--- src/rtl/core/anp_pkg.sv ---
// anp_pkg: shared types and character constants for the ASCII number parser.
// Standalone package; used by anp_char_decode, anp_step and the core top level.
package anp_pkg;

    localparam logic [7:0] CH_ZERO  = 8'h30;
    localparam logic [7:0] CH_NINE  = 8'h39;
    localparam logic [7:0] CH_UP_A  = 8'h41;
    localparam logic [7:0] CH_UP_Z  = 8'h5A;
    localparam logic [7:0] CH_LO_A  = 8'h61;
    localparam logic [7:0] CH_LO_X  = 8'h78;
    localparam logic [7:0] CH_LO_Z  = 8'h7A;
    localparam logic [7:0] CH_SPACE = 8'h20;
    localparam logic [7:0] CH_TAB   = 8'h09;
    localparam logic [7:0] CH_CR    = 8'h0D;

    localparam logic [5:0] BASE_AUTO = 6'd0;
    localparam logic [5:0] BASE_MIN  = 6'd2;
    localparam logic [5:0] BASE_OCT  = 6'd8;
    localparam logic [5:0] BASE_DEC  = 6'd10;
    localparam logic [5:0] BASE_HEX  = 6'd16;
    localparam logic [5:0] BASE_MAX  = 6'd36;
    localparam logic [5:0] LETTER_OFS = 6'd10;

    typedef enum logic [4:0] {
        PH_IDLE      = 5'b00001,
        PH_LEAD      = 5'b00010,
        PH_ZERO_AUTO = 5'b00100,
        PH_ZERO_HEX  = 5'b01000,
        PH_DIGITS    = 5'b10000
    } anp_phase_t;

    // Character class of one input character
    typedef struct packed {
        logic       is_blank;
        logic       is_digit;   // 0-9, A-Z, a-z
        logic [5:0] digit;      // digit value, valid with is_digit
        logic       is_zero;
        logic       is_x;       // lowercase x only
    } anp_dec_t;

endpackage

--- src/rtl/core/anp_in_if.sv ---
// anp_in_if: character input channel (valid/ready plus one character beat).
// No dependencies.
interface anp_in_if;
    logic       valid;
    logic       ready;
    logic       start_req;
    logic [7:0] ch;

    modport source (output valid, output start_req, output ch, input ready);
    modport sink   (input valid, input start_req, input ch, output ready);
endinterface

--- src/rtl/core/anp_out_if.sv ---
// anp_out_if: conversion result channel (valid/ready plus one result beat).
// No dependencies; widths follow the core parameters.
interface anp_out_if #(
    parameter int VALUE_WIDTH    = 32,
    parameter int POSITION_WIDTH = 16
);
    logic                      valid;
    logic                      ready;
    logic [VALUE_WIDTH-1:0]    value;
    logic [POSITION_WIDTH-1:0] end_offset;
    logic                      any_digits;
    logic                      overflow;

    modport source (output valid, output value, output end_offset, output any_digits,
                    output overflow, input ready);
    modport sink   (input valid, input value, input end_offset, input any_digits,
                    input overflow, output ready);
endinterface

--- src/rtl/core/ascii_number_parser_core.sv ---
// ascii_number_parser_core: streaming ASCII to unsigned integer converter (strtoul).
// Depends on anp_pkg, anp_in_if, anp_out_if, anp_char_decode and anp_step.
//
//  channel   dir  beat contents                              handshake
//  chars     in   start_req, ch                              valid/ready
//  results   out  value, end_offset, any_digits, overflow    valid/ready
//  cfg       in   cfg_wdata (base_select)                    cfg_we, no wait
//
// One character per cycle, save while a stopping character waits on a held result:
// a beat is taken into the input register, then one pass of decode and multiply-add
// updates the conversion state. A stopping character's result is registered in the
// output register, which holds it until taken; characters that stop nothing keep
// flowing meanwhile, and only a second stopping character waits behind it.
// Reset clears the control state and the base register; no clearing pass.
module ascii_number_parser_core #(
    parameter int VALUE_WIDTH    = 32,
    parameter int POSITION_WIDTH = 16
) (
    input  logic            clk,
    input  logic            rst_n,
    anp_in_if.sink          chars,
    anp_out_if.source       results,
    input  logic            cfg_we,
    input  logic [5:0]      cfg_wdata
);
    import anp_pkg::*;

    logic [5:0]                base_select_reg;

    logic                      s1_valid_reg;
    logic                      s1_start_reg;
    logic [7:0]                s1_ch_reg;

    anp_phase_t                phase_reg;
    logic [5:0]                base_reg;
    logic [VALUE_WIDTH-1:0]    acc_reg;
    logic                      seen_reg;
    logic [POSITION_WIDTH-1:0] pos_reg;
    logic                      wrap_reg;

    anp_phase_t                phase_next;
    logic [5:0]                base_next;
    logic [VALUE_WIDTH-1:0]    acc_next;
    logic                      seen_next;
    logic [POSITION_WIDTH-1:0] pos_next;
    logic                      wrap_next;

    logic                      out_valid_reg;
    logic [VALUE_WIDTH-1:0]    value_reg;
    logic [POSITION_WIDTH-1:0] end_offset_reg;
    logic                      any_digits_reg;
    logic                      overflow_reg;

    logic                      emit;
    logic [VALUE_WIDTH-1:0]    res_value;
    logic [POSITION_WIDTH-1:0] res_offset;
    logic                      res_any;
    logic                      res_ovf;

    anp_dec_t                  dec;
    logic                      out_free;
    logic                      s1_fire;

    anp_char_decode u_decode (
        .ch  (s1_ch_reg),
        .dec (dec)
    );

    anp_step #(
        .VALUE_WIDTH    (VALUE_WIDTH),
        .POSITION_WIDTH (POSITION_WIDTH)
    ) u_step (
        .start_req   (s1_start_reg),
        .dec         (dec),
        .base_select (base_select_reg),
        .phase_cur   (phase_reg),
        .base_cur    (base_reg),
        .acc_cur     (acc_reg),
        .seen_cur    (seen_reg),
        .pos_cur     (pos_reg),
        .wrap_cur    (wrap_reg),
        .phase_nxt   (phase_next),
        .base_nxt    (base_next),
        .acc_nxt     (acc_next),
        .seen_nxt    (seen_next),
        .pos_nxt     (pos_next),
        .wrap_nxt    (wrap_next),
        .emit        (emit),
        .value       (res_value),
        .end_offset  (res_offset),
        .any_digits  (res_any),
        .overflow    (res_ovf)
    );

    assign out_free     = !out_valid_reg || results.ready;
    assign s1_fire      = s1_valid_reg && (!emit || out_free);
    assign chars.ready  = !s1_valid_reg || s1_fire;

    assign results.valid      = out_valid_reg;
    assign results.value      = value_reg;
    assign results.end_offset = end_offset_reg;
    assign results.any_digits = any_digits_reg;
    assign results.overflow   = overflow_reg;

    always_ff @(posedge clk or negedge rst_n)
    begin
        if (!rst_n)
        begin
            base_select_reg <= BASE_AUTO;
            s1_valid_reg    <= 1'b0;
            phase_reg       <= PH_IDLE;
            base_reg        <= '0;
            acc_reg         <= '0;
            seen_reg        <= 1'b0;
            pos_reg         <= '0;
            wrap_reg        <= 1'b0;
            out_valid_reg   <= 1'b0;
        end
        else
        begin
            if (cfg_we)
                base_select_reg <= cfg_wdata;

            if (chars.ready)
                s1_valid_reg <= chars.valid;

            if (s1_fire)
            begin
                phase_reg <= phase_next;
                base_reg  <= base_next;
                acc_reg   <= acc_next;
                seen_reg  <= seen_next;
                pos_reg   <= pos_next;
                wrap_reg  <= wrap_next;
            end

            if (s1_fire && emit)
                out_valid_reg <= 1'b1;
            else if (results.ready)
                out_valid_reg <= 1'b0;
        end
    end

    // payload registers
    always_ff @(posedge clk)
    begin
        if (chars.ready && chars.valid)
        begin
            s1_start_reg <= chars.start_req;
            s1_ch_reg    <= chars.ch;
        end
        if (s1_fire && emit)
        begin
            value_reg      <= res_value;
            end_offset_reg <= res_offset;
            any_digits_reg <= res_any;
            overflow_reg   <= res_ovf;
        end
    end

endmodule

--- src/rtl/core/anp_char_decode.sv ---
// anp_char_decode: classifies one character (whitespace, digit value, prefix chars).
// Depends on anp_pkg.
module anp_char_decode (
    input  logic [7:0]        ch,
    output anp_pkg::anp_dec_t dec
);
    import anp_pkg::*;

    always_comb
    begin
        dec          = '0;
        dec.is_blank = (ch == CH_SPACE) || ((ch >= CH_TAB) && (ch <= CH_CR));
        dec.is_zero  = (ch == CH_ZERO);
        dec.is_x     = (ch == CH_LO_X);
        if ((ch >= CH_ZERO) && (ch <= CH_NINE))
        begin
            dec.is_digit = 1'b1;
            dec.digit    = 6'(ch - CH_ZERO);
        end
        else if ((ch >= CH_UP_A) && (ch <= CH_UP_Z))
        begin
            dec.is_digit = 1'b1;
            dec.digit    = 6'(ch - CH_UP_A) + LETTER_OFS;
        end
        else if ((ch >= CH_LO_A) && (ch <= CH_LO_Z))
        begin
            dec.is_digit = 1'b1;
            dec.digit    = 6'(ch - CH_LO_A) + LETTER_OFS;
        end
    end

endmodule

--- src/rtl/core/anp_step.sv ---
// anp_step: next-state and result logic for one character of the conversion.
// Depends on anp_pkg; fed by anp_char_decode.
module anp_step #(
    parameter int VALUE_WIDTH    = 32,
    parameter int POSITION_WIDTH = 16
) (
    input  logic                      start_req,
    input  anp_pkg::anp_dec_t         dec,
    input  logic [5:0]                base_select,
    input  anp_pkg::anp_phase_t       phase_cur,
    input  logic [5:0]                base_cur,
    input  logic [VALUE_WIDTH-1:0]    acc_cur,
    input  logic                      seen_cur,
    input  logic [POSITION_WIDTH-1:0] pos_cur,
    input  logic                      wrap_cur,
    output anp_pkg::anp_phase_t       phase_nxt,
    output logic [5:0]                base_nxt,
    output logic [VALUE_WIDTH-1:0]    acc_nxt,
    output logic                      seen_nxt,
    output logic [POSITION_WIDTH-1:0] pos_nxt,
    output logic                      wrap_nxt,
    output logic                      emit,
    output logic [VALUE_WIDTH-1:0]    value,
    output logic [POSITION_WIDTH-1:0] end_offset,
    output logic                      any_digits,
    output logic                      overflow
);
    import anp_pkg::*;

    localparam int PROD_WIDTH = VALUE_WIDTH + 6;

    anp_phase_t            ph_sel;
    logic                  take_en;
    logic                  take_ok;
    logic                  adv;
    logic [PROD_WIDTH-1:0] prod;

    always_comb
    begin
        ph_sel    = start_req ? PH_LEAD : phase_cur;
        phase_nxt = ph_sel;
        base_nxt  = start_req ? base_select : base_cur;
        acc_nxt   = start_req ? '0 : acc_cur;
        seen_nxt  = start_req ? 1'b0 : seen_cur;
        pos_nxt   = start_req ? '0 : pos_cur;
        wrap_nxt  = start_req ? 1'b0 : wrap_cur;
        take_en   = 1'b0;
        adv       = 1'b0;
        emit      = 1'b0;

        unique case (ph_sel) inside
            PH_LEAD:
            begin
                if (dec.is_blank)
                    adv = 1'b1;
                else if (dec.is_zero && (base_nxt == BASE_AUTO))
                begin
                    phase_nxt = PH_ZERO_AUTO;
                    adv       = 1'b1;
                end
                else
                begin
                    if (base_nxt == BASE_AUTO)
                        base_nxt = BASE_DEC;
                    if (dec.is_zero && (base_nxt == BASE_HEX))
                    begin
                        seen_nxt  = 1'b1;
                        phase_nxt = PH_ZERO_HEX;
                        adv       = 1'b1;
                    end
                    else
                    begin
                        phase_nxt = PH_DIGITS;
                        take_en   = 1'b1;
                    end
                end
            end
            PH_ZERO_AUTO, PH_ZERO_HEX:
            begin
                if (dec.is_x)
                begin
                    // prefix taken; the leading zero no longer counts as a digit
                    base_nxt  = BASE_HEX;
                    seen_nxt  = 1'b0;
                    phase_nxt = PH_DIGITS;
                    adv       = 1'b1;
                end
                else
                begin
                    if (ph_sel == PH_ZERO_AUTO)
                        base_nxt = BASE_OCT;
                    seen_nxt  = 1'b1;
                    phase_nxt = PH_DIGITS;
                    take_en   = 1'b1;
                end
            end
            PH_DIGITS:
                take_en = 1'b1;
            default:
                take_en = 1'b0;
        endcase

        take_ok = take_en && (base_nxt >= BASE_MIN) && (base_nxt <= BASE_MAX)
                  && dec.is_digit && (dec.digit < base_nxt);
        // acc*base+digit exceeds the value width exactly when the top bits are set
        prod = PROD_WIDTH'(acc_nxt) * PROD_WIDTH'(base_nxt) + PROD_WIDTH'(dec.digit);

        if (take_ok)
        begin
            wrap_nxt = wrap_nxt | (|prod[PROD_WIDTH-1:VALUE_WIDTH]);
            acc_nxt  = prod[VALUE_WIDTH-1:0];
            seen_nxt = 1'b1;
            adv      = 1'b1;
        end
        else if (take_en)
        begin
            emit      = 1'b1;
            phase_nxt = PH_IDLE;
        end

        if (adv && (pos_nxt != '1))
            pos_nxt = pos_nxt + 1'b1;

        value      = acc_nxt;
        end_offset = seen_nxt ? pos_nxt : '0;
        any_digits = seen_nxt;
        overflow   = wrap_nxt;
    end

endmodule

--- src/flat_wrapper.sv ---
// flat-port wrapper written by rule: the top's interface ports become plain ports
module ascii_number_parser_core_flat import anp_pkg::*;
#(
    parameter int VALUE_WIDTH    = 32,
    parameter int POSITION_WIDTH = 16
)
  (clk, rst_n, cfg_we, cfg_wdata, chars_valid, chars_start_req, chars_ch, chars_ready, results_valid, results_value, results_end_offset, results_any_digits, results_overflow, results_ready);
  anp_in_if chars_i ();
  anp_out_if #(.VALUE_WIDTH(VALUE_WIDTH), .POSITION_WIDTH(POSITION_WIDTH)) results_i ();
  input  logic clk;
  input  logic rst_n;
  input  logic cfg_we;
  input  logic [5:0] cfg_wdata;
  input wire logic [$bits(chars_i.valid)-1:0] chars_valid;
  input wire logic [$bits(chars_i.start_req)-1:0] chars_start_req;
  input wire logic [$bits(chars_i.ch)-1:0] chars_ch;
  output wire logic [$bits(chars_i.ready)-1:0] chars_ready;
  output wire logic [$bits(results_i.valid)-1:0] results_valid;
  output wire logic [$bits(results_i.value)-1:0] results_value;
  output wire logic [$bits(results_i.end_offset)-1:0] results_end_offset;
  output wire logic [$bits(results_i.any_digits)-1:0] results_any_digits;
  output wire logic [$bits(results_i.overflow)-1:0] results_overflow;
  input wire logic [$bits(results_i.ready)-1:0] results_ready;
  assign chars_i.valid = chars_valid;
  assign chars_i.start_req = chars_start_req;
  assign chars_i.ch = chars_ch;
  assign chars_ready = chars_i.ready;
  assign results_valid = results_i.valid;
  assign results_value = results_i.value;
  assign results_end_offset = results_i.end_offset;
  assign results_any_digits = results_i.any_digits;
  assign results_overflow = results_i.overflow;
  assign results_i.ready = results_ready;
  ascii_number_parser_core #(.VALUE_WIDTH(VALUE_WIDTH), .POSITION_WIDTH(POSITION_WIDTH)) u_core (.clk(clk), .rst_n(rst_n), .chars(chars_i), .results(results_i), .cfg_we(cfg_we), .cfg_wdata(cfg_wdata));
endmodule
--- config.mk ---
export PLATFORM = sky130hd
export DESIGN_NAME = ascii_number_parser_core_flat
export DESIGN_NICKNAME = d
export VERILOG_FILES = /design/src/rtl/core/anp_pkg.sv /design/src/rtl/core/anp_in_if.sv /design/src/rtl/core/anp_out_if.sv /design/src/rtl/core/ascii_number_parser_core.sv /design/src/rtl/core/anp_char_decode.sv /design/src/rtl/core/anp_step.sv /design/src/flat_wrapper.sv
export SDC_FILE = /design/constraint.sdc
export NUM_CORES = 1
export LEC_CHECK = 0
export BUFFER_PORTS_ARGS = -buffer_cell sky130_fd_sc_hd__clkbuf_2
export CAP_MARGIN = 20
export CORE_MARGIN = 2
export CORE_UTILIZATION = 30
export CTS_CLUSTER_DIAMETER = 120
export DETAILED_ROUTE_END_ITERATION = 8
export PLACE_DENSITY = 0.55
export SLEW_MARGIN = 10
export SYNTH_ARGS = -nofsm -noshare
export SYNTH_HDL_FRONTEND = slang
export SYNTH_SLANG_ARGS = --single-unit
export TNS_END_PERCENT = 5
--- constraint.sdc ---
create_clock -name clk -period 9.8 [get_ports clk]
set_input_delay 0.98 -clock clk [delete_from_list [all_inputs] [get_ports clk]]
set_output_delay 0.98 -clock clk [all_outputs]
set_load 0.01 [all_outputs]
==> impl_results.html, run 1 <==
<table>
<tr><th>Metric</th><th>Value</th></tr>
<tr><th colspan="2">Clocking</th></tr>
<tr><td>Resize count post-CTS</td><td>0</td></tr>
<tr><td>Number of hold buffers added after cts</td><td>0</td></tr>
<tr><td>Number of H-tree levels</td><td>4</td></tr>
<tr><td>Deepest clock path buffer count</td><td>2</td></tr>
<tr><td>Number of post-CTS setup repair buffers</td><td>0</td></tr>
<tr><td>TritonCTS buffer count</td><td>17</td></tr>
<tr><td>Clock input transition at the sequential cells of the worst setup and hold paths</td><td>70 ps</td></tr>
<tr><td>Clk_lat worst skew</td><td>450 ps</td></tr>
<tr><td>CTS tree</td><td>yes</td></tr>
<tr><td>Root cell of the clock tree</td><td>clkbuf_16</td></tr>
<tr><td>Number of sinks handled by clock tree synthesis</td><td>128</td></tr>
<tr><th colspan="2">Floorplanning</th></tr>
<tr><td>Overall die area</td><td>between 0.04 and 0.05 mm2</td></tr>
<tr><td>Die Height</td><td>around 210 um</td></tr>
<tr><td>Row cnt</td><td>76</td></tr>
<tr><td>Horiz. Die Dim</td><td>212 um</td></tr>
<tr><td>Number of I/O pins</td><td>72</td></tr>
<tr><td>Effective utilization at floorplan</td><td>a little under a third</td></tr>
<tr><td>Area of the placeable core</td><td>0.0428 mm2</td></tr>
<tr><th colspan="2">Pwr</th></tr>
<tr><td>Pwr per Cell Area</td><td>124 mW/mm2</td></tr>
<tr><td>Maximum resistive drop on vdd</td><td>116 uV</td></tr>
<tr><td>P_leak</td><td>0.00683 uW</td></tr>
<tr><th colspan="2">Cells and area</th></tr>
<tr><td>Post-layout utilization of the core</td><td>33.8%</td></tr>
<tr><td>Diode insertion count for antenna repair</td><td>0</td></tr>
<tr><td>Post-layout nets</td><td>1665</td></tr>
<tr><td>Share of layout cells above drive strength 1</td><td>13.0%</td></tr>
<tr><td>Area delta synth-&gt;final</td><td>11.7%</td></tr>
<tr><td>Finished Cell Area</td><td>0.0145 mm2</td></tr>
<tr><th colspan="2">Outcome</th></tr>
<tr><td>Outcome</td><td>complete, no violations</td></tr>
<tr><th colspan="2">Worst setup path</th></tr>
<tr><td>Crit path depth</td><td>23</td></tr>
<tr><td>Data arrival time at the worst-slack endpoint</td><td>8020 ps</td></tr>
<tr><td>Top cell by count, worst path</td><td>fa_1</td></tr>
<tr><td>Depth of the most critical reg-to-reg path</td><td>23</td></tr>
<tr><td>Critical path launch point type</td><td>flop</td></tr>
<tr><td>Chain of cells forming the critical path</td><td>mux2i_1 &gt; nand2_1 &gt; nor4_1 &gt; nor2b_2 &gt; buf_4 &gt; or2_2 &gt; fa_1 &gt; fa_1 &gt; inv_1 &gt; fa_1 &gt; inv_1 &gt; fa_1 &gt; inv_1 &gt; ha_1 &gt; a21o_1 &gt; a21oi_1 &gt; a21oi_1 &gt; nor3b_1 &gt; o31a_1 &gt; o21ai_0 &gt; a2111o_1 &gt; nand4_1 &gt; o21ai_0</td></tr>
<tr><td>Maximum cell stage delay along the critical path</td><td>1040 ps</td></tr>
<tr><td>Maximum fanout along the worst path</td><td>34</td></tr>
<tr><td>WP buf/inv</td><td>4</td></tr>
<tr><td>Category of the worst setup path capture point</td><td>flop</td></tr>
<tr><td>Required time of the worst setup path</td><td>9980 ps</td></tr>
<tr><td>Cell family with the largest share of critical-path delay</td><td>adder cells</td></tr>
<tr><td>Worst setup path class</td><td>reg2reg</td></tr>
<tr><td>Critical-path top delay cell</td><td>edfxtp_1</td></tr>
<tr><th colspan="2">Drt</th></tr>
<tr><td>Total wirelength of the detailed-routed design</td><td>approximately 36 mm</td></tr>
<tr><td>Count of TritonRoute iterations in the first routing pass</td><td>5</td></tr>
<tr><td>Average wire per standard cell</td><td>18.1 um</td></tr>
<tr><td>Post-route DRC violation count</td><td>0</td></tr>
<tr><td>Final antenna-violating net count</td><td>0</td></tr>
<tr><td>Vias after detailed routing</td><td>10400</td></tr>
<tr><td>Via-to-Cell Ratio</td><td>approximately 5.2</td></tr>
<tr><td>DRC violation total after the first TritonRoute iteration</td><td>740</td></tr>
<tr><th colspan="2">Synth</th></tr>
<tr><td>Cell taking the most area after synthesis</td><td>fa_1</td></tr>
<tr><td>Most repeated cell in the gate-level netlist after synthesis</td><td>nor2_1</td></tr>
<tr><td>Post-Syn Area</td><td>0.0129 mm2</td></tr>
<tr><td>Nets in the synthesized netlist</td><td>between 1500 and 2000</td></tr>
<tr><td>Largest cells by area after synthesis</td><td>fa_1 (19%), edfxtp_1 (14%), dfrtp_1 (13%), ha_1 (9.4%), nor2_1 (6.4%)</td></tr>
<tr><td>Seq cells post-synth</td><td>128</td></tr>
<tr><td>EDFF count, synth</td><td>59</td></tr>
<tr><td>Synthesized area per cell</td><td>9.35 um2</td></tr>
<tr><td>Synth warnings</td><td>0</td></tr>
<tr><td>Cell count after synthesis</td><td>1385</td></tr>
<tr><td>Top cell type's share of synthesized area</td><td>19.2%</td></tr>
<tr><td>Async set-reset flop share out of synthesis</td><td>53.9%</td></tr>
<tr><td>Distinct cell type count after synthesis</td><td>just under 80</td></tr>
<tr><td>Ranking of synthesized cells by instance count</td><td>nor2_1 (220), fa_1 (124), ha_1 (97)</td></tr>
<tr><td>Proportion of synthesized chip area in sequential cells</td><td>a little over a quarter</td></tr>
<tr><td>Top FF cell, synth</td><td>dfrtp_1</td></tr>
<tr><th colspan="2">Timing</th></tr>
<tr><td>Total count of hold-check failures in the final report</td><td>0</td></tr>
<tr><td>Post-route minimum period</td><td>just under 8000 ps</td></tr>
<tr><td>Setup-failing EPs final</td><td>0</td></tr>
<tr><td>Number of max-slew violations in the final report</td><td>0</td></tr>
<tr><td>Slew at the pin with the worst max-slew slack</td><td>1050 ps</td></tr>
<tr><td>Unrepaired setup endpoints after global routing</td><td>no</td></tr>
<tr><td>Final setup skew</td><td>12.3 ps</td></tr>
<tr><td>Slew headroom</td><td>29.9%</td></tr>
<tr><td>Peak clock frequency supported by timing</td><td>0.128 GHz</td></tr>
<tr><td>Final Cycle Share</td><td>80.0%</td></tr>
<tr><td>Setup TNS</td><td>0 ps</td></tr>
<tr><th colspan="2">Placed design</th></tr>
<tr><td>Weighted congestion at the end of routability-driven global placement</td><td>between 0.9 and 1</td></tr>
<tr><td>Placed inst area</td><td>0.0139 mm2</td></tr>
<tr><td>Count of input and output buffers</td><td>slightly above 70</td></tr>
<tr><td>DPL Wire Length</td><td>26.7 mm</td></tr>
<tr><th colspan="2">Global route</th></tr>
<tr><td>Total Routing Usage GR</td><td>16.8%</td></tr>
<tr><td>Maximum number of pins on one net before global-route repair</td><td>70</td></tr>
<tr><td>Antenna violations before repair</td><td>0</td></tr>
<tr><td>Global-route wire length before repair</td><td>about 59 mm</td></tr>
<tr><td>Congestion Overflow GR</td><td>0</td></tr>
<tr><td>Vias in the first global route</td><td>10600</td></tr>
<tr><th colspan="2">Job</th></tr>
<tr><td>Max Cap Violations</td><td>0</td></tr>
<tr><th colspan="2">Worst hold path</th></tr>
<tr><td>Cells on Worst Hold Path</td><td>2</td></tr>
<tr><td>Worst hold path type</td><td>reg2reg</td></tr>
</table>
-- tightest hold or removal path, stage by stage (launching register included) --
cell and delay (ps):
dfrtp_1 350, nand2_1 50, o21ai_0 60
-- power breakdown --
| group | total (uW) | leakage, uW | internal [uW] | switching, uW |
|---|---|---|---|---|
| registers | 711 | 0.00149 | 641 | 70.3 |
| logic | 437 | 0.00506 | 136 | 300 |
| clock network | 653 | 0.000280 | 377 | 276 |
-- final cells by class --
class | instances | area [um2]
timing repair buffer | 91 | 526
sequential | 128 | 3500
multi-input combinational | 1108 | 8880
clock inverter | 15 | 160
clock buffer | 17 | 425
tap | 546 | 683
fill | 4426 | 28300
inverter | 78 | 293
-- metal layers --
| layer | GRT usage, % | share of wire, % | up-vias |
|---|---|---|---|
| met5 | 0 | 0 | - |
| met4 | 5.22 | 2.3 | 0 |
| met3 | 3.09 | 4.5 | 51 |
| met2 | 28.0 | 48 | 245 |
| met1 | 22.2 | 45 | 5203 |
| li1 | - | - | 4910 |
-- cells in the final DEF, fill, tap and decap left out, types with 23 or more instances in the layout --
| cell type | netlist | final |
|---|---|---|
| inv_1 | 78 | 78 |
| dfrtp_1 | 68 | 68 |
| nand2_1 | 77 | 77 |
| o21ai_0 | 75 | 75 |
| nand2b_1 | 49 | 49 |
| nor2b_1 | 24 | 23 |
| nor2_1 | 220 | 220 |
| edfxtp_1 | 59 | 59 |
| fa_1 | 124 | 124 |
| clkbuf_2 | 0 | 70 |
| nand3_1 | 44 | 44 |
| ha_1 | 97 | 97 |
| a21oi_1 | 70 | 70 |
| mux2_2 | 34 | 34 |
-- per-stage QoR --
stage          power [uW]  setup WS, ps  instances  hold slack [ps]
3_3_place_gp         1140          2260       1948              468
6_report             1800          1960       1983              485
3_5_place_dp         1150          2070       1950              475
5_1_grt              1890          1240       1983              501
2_1_floorplan         985          2080       1385              449
4_1_cts              1810          2010       1982              493
-- logic make-up (layout without fill, tap and decap cells) --
logic type                 Yosys count  in the layout  synth area share [%]
buffers and inverters              149            201                  4.66
DFF                                128            128                  27.0
adders and majority gates          221            221                  28.5
xor gates and xnor gates            27             27                  1.83
and+or+nand+nor                    537            537                  20.0
muxes                               56             56                  4.70
AOI/OAI and AO/OA                  267            267                  13.3
-- path summary, 6_finish.rpt --
| path | slack (ps) | to | startpoint |
|---|---|---|---|
| max in group asynchronous | 8670 | u_core.phase_reg[0] | rst_n |
| worst min-delay path | 490 | u_core.seen_reg | u_core.seen_reg |
| worst max-delay path | 1960 | u_core.results.value[31] | u_core.s1_start_reg |
| min in group asynchronous | 500 | u_core.pos_reg[6] | rst_n |
| worst max register to register | 1960 | u_core.results.value[31] | u_core.s1_start_reg |
| worst min register to register | 490 | u_core.seen_reg | u_core.seen_reg |
Power figures use the tool's default switching activity.
==> inputs of run 2 (changes only) <==
- PLACE_DENSITY: 0.55 -> 0.57
- clock period: 9.8 -> 7 ns (I/O delays scaled with it)
==> run 2 against run 1 <==
  * Worst hold slack worse by 300 ps
  * Largest power group unchanged
  * Critical endpoint is now u_core.results.overflow
  * Clock-buffer cell count is 1 higher
  * Sequential share of layout area is 0.35 points lower
  * Maximum frequency is 17% higher
  * Highest routed layer unchanged
  * Largest cell class unchanged
==> impl_results.html, run 2 (synthesized netlist as in run 1, its figures left out) <==
<table>
<tr><th>Metric</th><th>Value</th></tr>
<tr><th colspan="2">Outcome</th></tr>
<tr><td>Outcome</td><td>complete, no violations</td></tr>
<tr><th colspan="2">Pwr</th></tr>
<tr><td>P_leak</td><td>between 0.006 and 0.007 uW</td></tr>
<tr><td>Maximum resistive drop on vdd</td><td>155 uV</td></tr>
<tr><td>Final Power</td><td>2530 uW</td></tr>
<tr><td>Pwr per Cell Area</td><td>173 mW/mm2</td></tr>
<tr><th colspan="2">Floorplanning</th></tr>
<tr><td>Row cnt</td><td>76</td></tr>
<tr><td>Horiz. Die Dim</td><td>212 um</td></tr>
<tr><td>Number of I/O pins</td><td>between 70 and 80</td></tr>
<tr><td>Effective utilization at floorplan</td><td>between 30% and 40%</td></tr>
<tr><td>Overall die area</td><td>0.0448 mm2</td></tr>
<tr><td>Die Height</td><td>212 um</td></tr>
<tr><td>Area of the placeable core</td><td>0.0428 mm2</td></tr>
<tr><th colspan="2">Drt</th></tr>
<tr><td>Via-to-Cell Ratio</td><td>5.29</td></tr>
<tr><td>DRC violation total after the first TritonRoute iteration</td><td>around 700</td></tr>
<tr><td>Final antenna-violating net count</td><td>0</td></tr>
<tr><td>Total wirelength of the detailed-routed design</td><td>35.3 mm</td></tr>
<tr><td>Post-route DRC violation count</td><td>0</td></tr>
<tr><td>Vias after detailed routing</td><td>around 11000</td></tr>
<tr><td>Average wire per standard cell</td><td>17.6 um</td></tr>
<tr><td>Count of TritonRoute iterations in the first routing pass</td><td>5</td></tr>
<tr><th colspan="2">Timing</th></tr>
<tr><td>Peak clock frequency supported by timing</td><td>between 0.1 and 0.15 GHz</td></tr>
<tr><td>Number of max-slew violations in the final report</td><td>0</td></tr>
<tr><td>Slew at the pin with the worst max-slew slack</td><td>907 ps</td></tr>
<tr><td>Slew headroom</td><td>39.5%</td></tr>
<tr><td>Final setup skew</td><td>12.4 ps</td></tr>
<tr><td>Setup-failing EPs final</td><td>0</td></tr>
<tr><td>Total count of hold-check failures in the final report</td><td>0</td></tr>
<tr><td>Post-route minimum period</td><td>~6700 ps</td></tr>
<tr><td>Final Cycle Share</td><td>96.0%</td></tr>
<tr><td>Smallest hold slack</td><td>between 150 and 200 ps</td></tr>
<tr><td>Unrepaired setup endpoints after global routing</td><td>yes</td></tr>
<tr><th colspan="2">Worst setup path</th></tr>
<tr><td>Data arrival time at the worst-slack endpoint</td><td>6930 ps</td></tr>
<tr><td>Critical path launch point type</td><td>flop</td></tr>
<tr><td>Worst setup path class</td><td>reg2reg</td></tr>
<tr><td>Required time of the worst setup path</td><td>between 7000 and 8000 ps</td></tr>
<tr><td>Maximum fanout along the worst path</td><td>8</td></tr>
<tr><td>Category of the worst setup path capture point</td><td>flop</td></tr>
<tr><th colspan="2">Clocking</th></tr>
<tr><td>Deepest clock path buffer count</td><td>2</td></tr>
<tr><td>CTS tree</td><td>yes</td></tr>
<tr><td>TritonCTS buffer count</td><td>17</td></tr>
<tr><td>Clk_lat worst skew</td><td>between 400 and 500 ps</td></tr>
<tr><td>Number of sinks handled by clock tree synthesis</td><td>128</td></tr>
<tr><td>Clock input transition at the sequential cells of the worst setup and hold paths</td><td>70 ps</td></tr>
<tr><td>Number of hold buffers added after cts</td><td>0</td></tr>
<tr><td>Root cell of the clock tree</td><td>clkbuf_16</td></tr>
<tr><td>Number of H-tree levels</td><td>4</td></tr>
<tr><th colspan="2">Placed design</th></tr>
<tr><td>Weighted congestion at the end of routability-driven global placement</td><td>0.882</td></tr>
<tr><td>DPL Wire Length</td><td>between 20 and 30 mm</td></tr>
<tr><td>Placed insts</td><td>around 2000</td></tr>
<tr><td>Count of input and output buffers</td><td>just over 70</td></tr>
<tr><th colspan="2">Job</th></tr>
<tr><td>Max Cap Violations</td><td>0</td></tr>
<tr><th colspan="2">Cells and area</th></tr>
<tr><td>Footprint of the flip-flops and latches</td><td>about 0.0035 mm2</td></tr>
<tr><td>Diode insertion count for antenna repair</td><td>0</td></tr>
<tr><td>Area of combinational cells with multiple inputs</td><td>0.00894 mm2</td></tr>
<tr><td>Post-layout utilization of the core</td><td>34.3%</td></tr>
<tr><td>Most frequent cells in the layout</td><td>nor2_1 (220), fa_1 (124), ha_1 (96), inv_1 (78), nand2_1 (77)</td></tr>
<tr><td>Post-layout nets</td><td>~1700</td></tr>
<tr><td>Most common library cell in the layout ignoring fill and taps</td><td>nor2_1</td></tr>
<tr><td>Final Instance Count excl. Fillers</td><td>2003</td></tr>
<tr><td>Share of layout cells above drive strength 1</td><td>14.8%</td></tr>
<tr><td>Area delta synth-&gt;final</td><td>13.4%</td></tr>
<tr><td>Layout filler cell count</td><td>4395</td></tr>
<tr><th colspan="2">Global route</th></tr>
<tr><td>Vias in the first global route</td><td>10900</td></tr>
<tr><td>Congestion Overflow GR</td><td>0</td></tr>
<tr><td>Global-route wire length before repair</td><td>between 50 and 60 mm</td></tr>
<tr><td>Maximum number of pins on one net before global-route repair</td><td>70</td></tr>
<tr><td>Total Routing Usage GR</td><td>16.4%</td></tr>
<tr><td>Antenna violations before repair</td><td>0</td></tr>
<tr><th colspan="2">Worst hold path</th></tr>
<tr><td>Worst hold path type</td><td>in2async</td></tr>
</table>
## run 2: cell count changes in the layout (fill, tap and decap cells not counted), sizes merged
cell      change
clkinvlp      -1
clkinv        -1
inv           +1
clkbuf        +1
buf          +20
## run 2: worst paths after layout
kind | from | depth (start not counted) | endpoint | slack [ps]
max | u_core.s1_start_reg | 22 | u_core.results.overflow | 280
min | rst_n | 1 | u_core.pos_reg[7] | 190
max reg2reg | u_core.s1_start_reg | 22 | u_core.results.overflow | 280
min reg2reg | u_core.acc_reg[31] | 1 | u_core.acc_reg[31] | 490
max in group asynchronous | rst_n | 2 | u_core.phase_reg[0] | 6160
min in group clk | chars_ch[3] | 1 | u_core.s1_ch_reg[3] | 410
## run 2: critical path, stage by stage (launching register included)
cell and delay, ps:
edfxtp_1 530, or4_1 640, a211oi_4 310, nor3_1 100, nor2b_2 180, or2_2 310, fa_1 480, fa_1 580
inv_1 60, fa_1 530, inv_1 50, fa_1 500, inv_1 40, ha_1 380, a21o_1 190, a21oi_1 190
a21oi_1 120, o21ai_0 300, a41oi_1 200, mux2i_1 170, nor4_1 250, o211a_1 250, o32ai_1 90
## run 2: layout make-up
| class | instances | area share [%] |
|---|---|---|
| multi-input combinational | 1108 | 60.9 |
| sequential | 128 | 23.8 |
| tap | 546 | 4.65 |
| timing repair buffer | 111 | 4.63 |
| clock buffer | 18 | 2.92 |
| inverter | 78 | 1.99 |
| clock inverter | 14 | 1.06 |
## run 2: what timing repair did
item	in CTS	in global routing
endpoints found under the hold margin	0	0
setup endpoints to repair	0	34
setup buffers	0	3
gates resized for setup	0	13
## run 2: metal layers
layer / track usage, % / wire length (um) / part of all wire, %
met4: 5.73 / 833 / 2.4
met2: 27.1 / 16800 / 48
met3: 3.75 / 1790 / 5.1
met1: 21.1 / 15900 / 45
met5: 0 / 0 / 0
## run 2: through the flow
| stage | setup WS [ps] | setup TNS, ps | cell area [um2] |
|---|---|---|---|
| global route | -29.2 | -32.8 | 14700 |
| global placement | 340 | 0 | 14000 |
| CTS | 97.9 | 0 | 14600 |
| finish | 282 | 0 | 14700 |
| detailed placement | 143 | 0 | 14000 |
| floorplan | 302 | 0 | 13000 |
## run 2: power by group
part | internal [uW] | switching (uW)
clock | 528 | 381
combinational | 210 | 425
sequential | 896 | 92.5
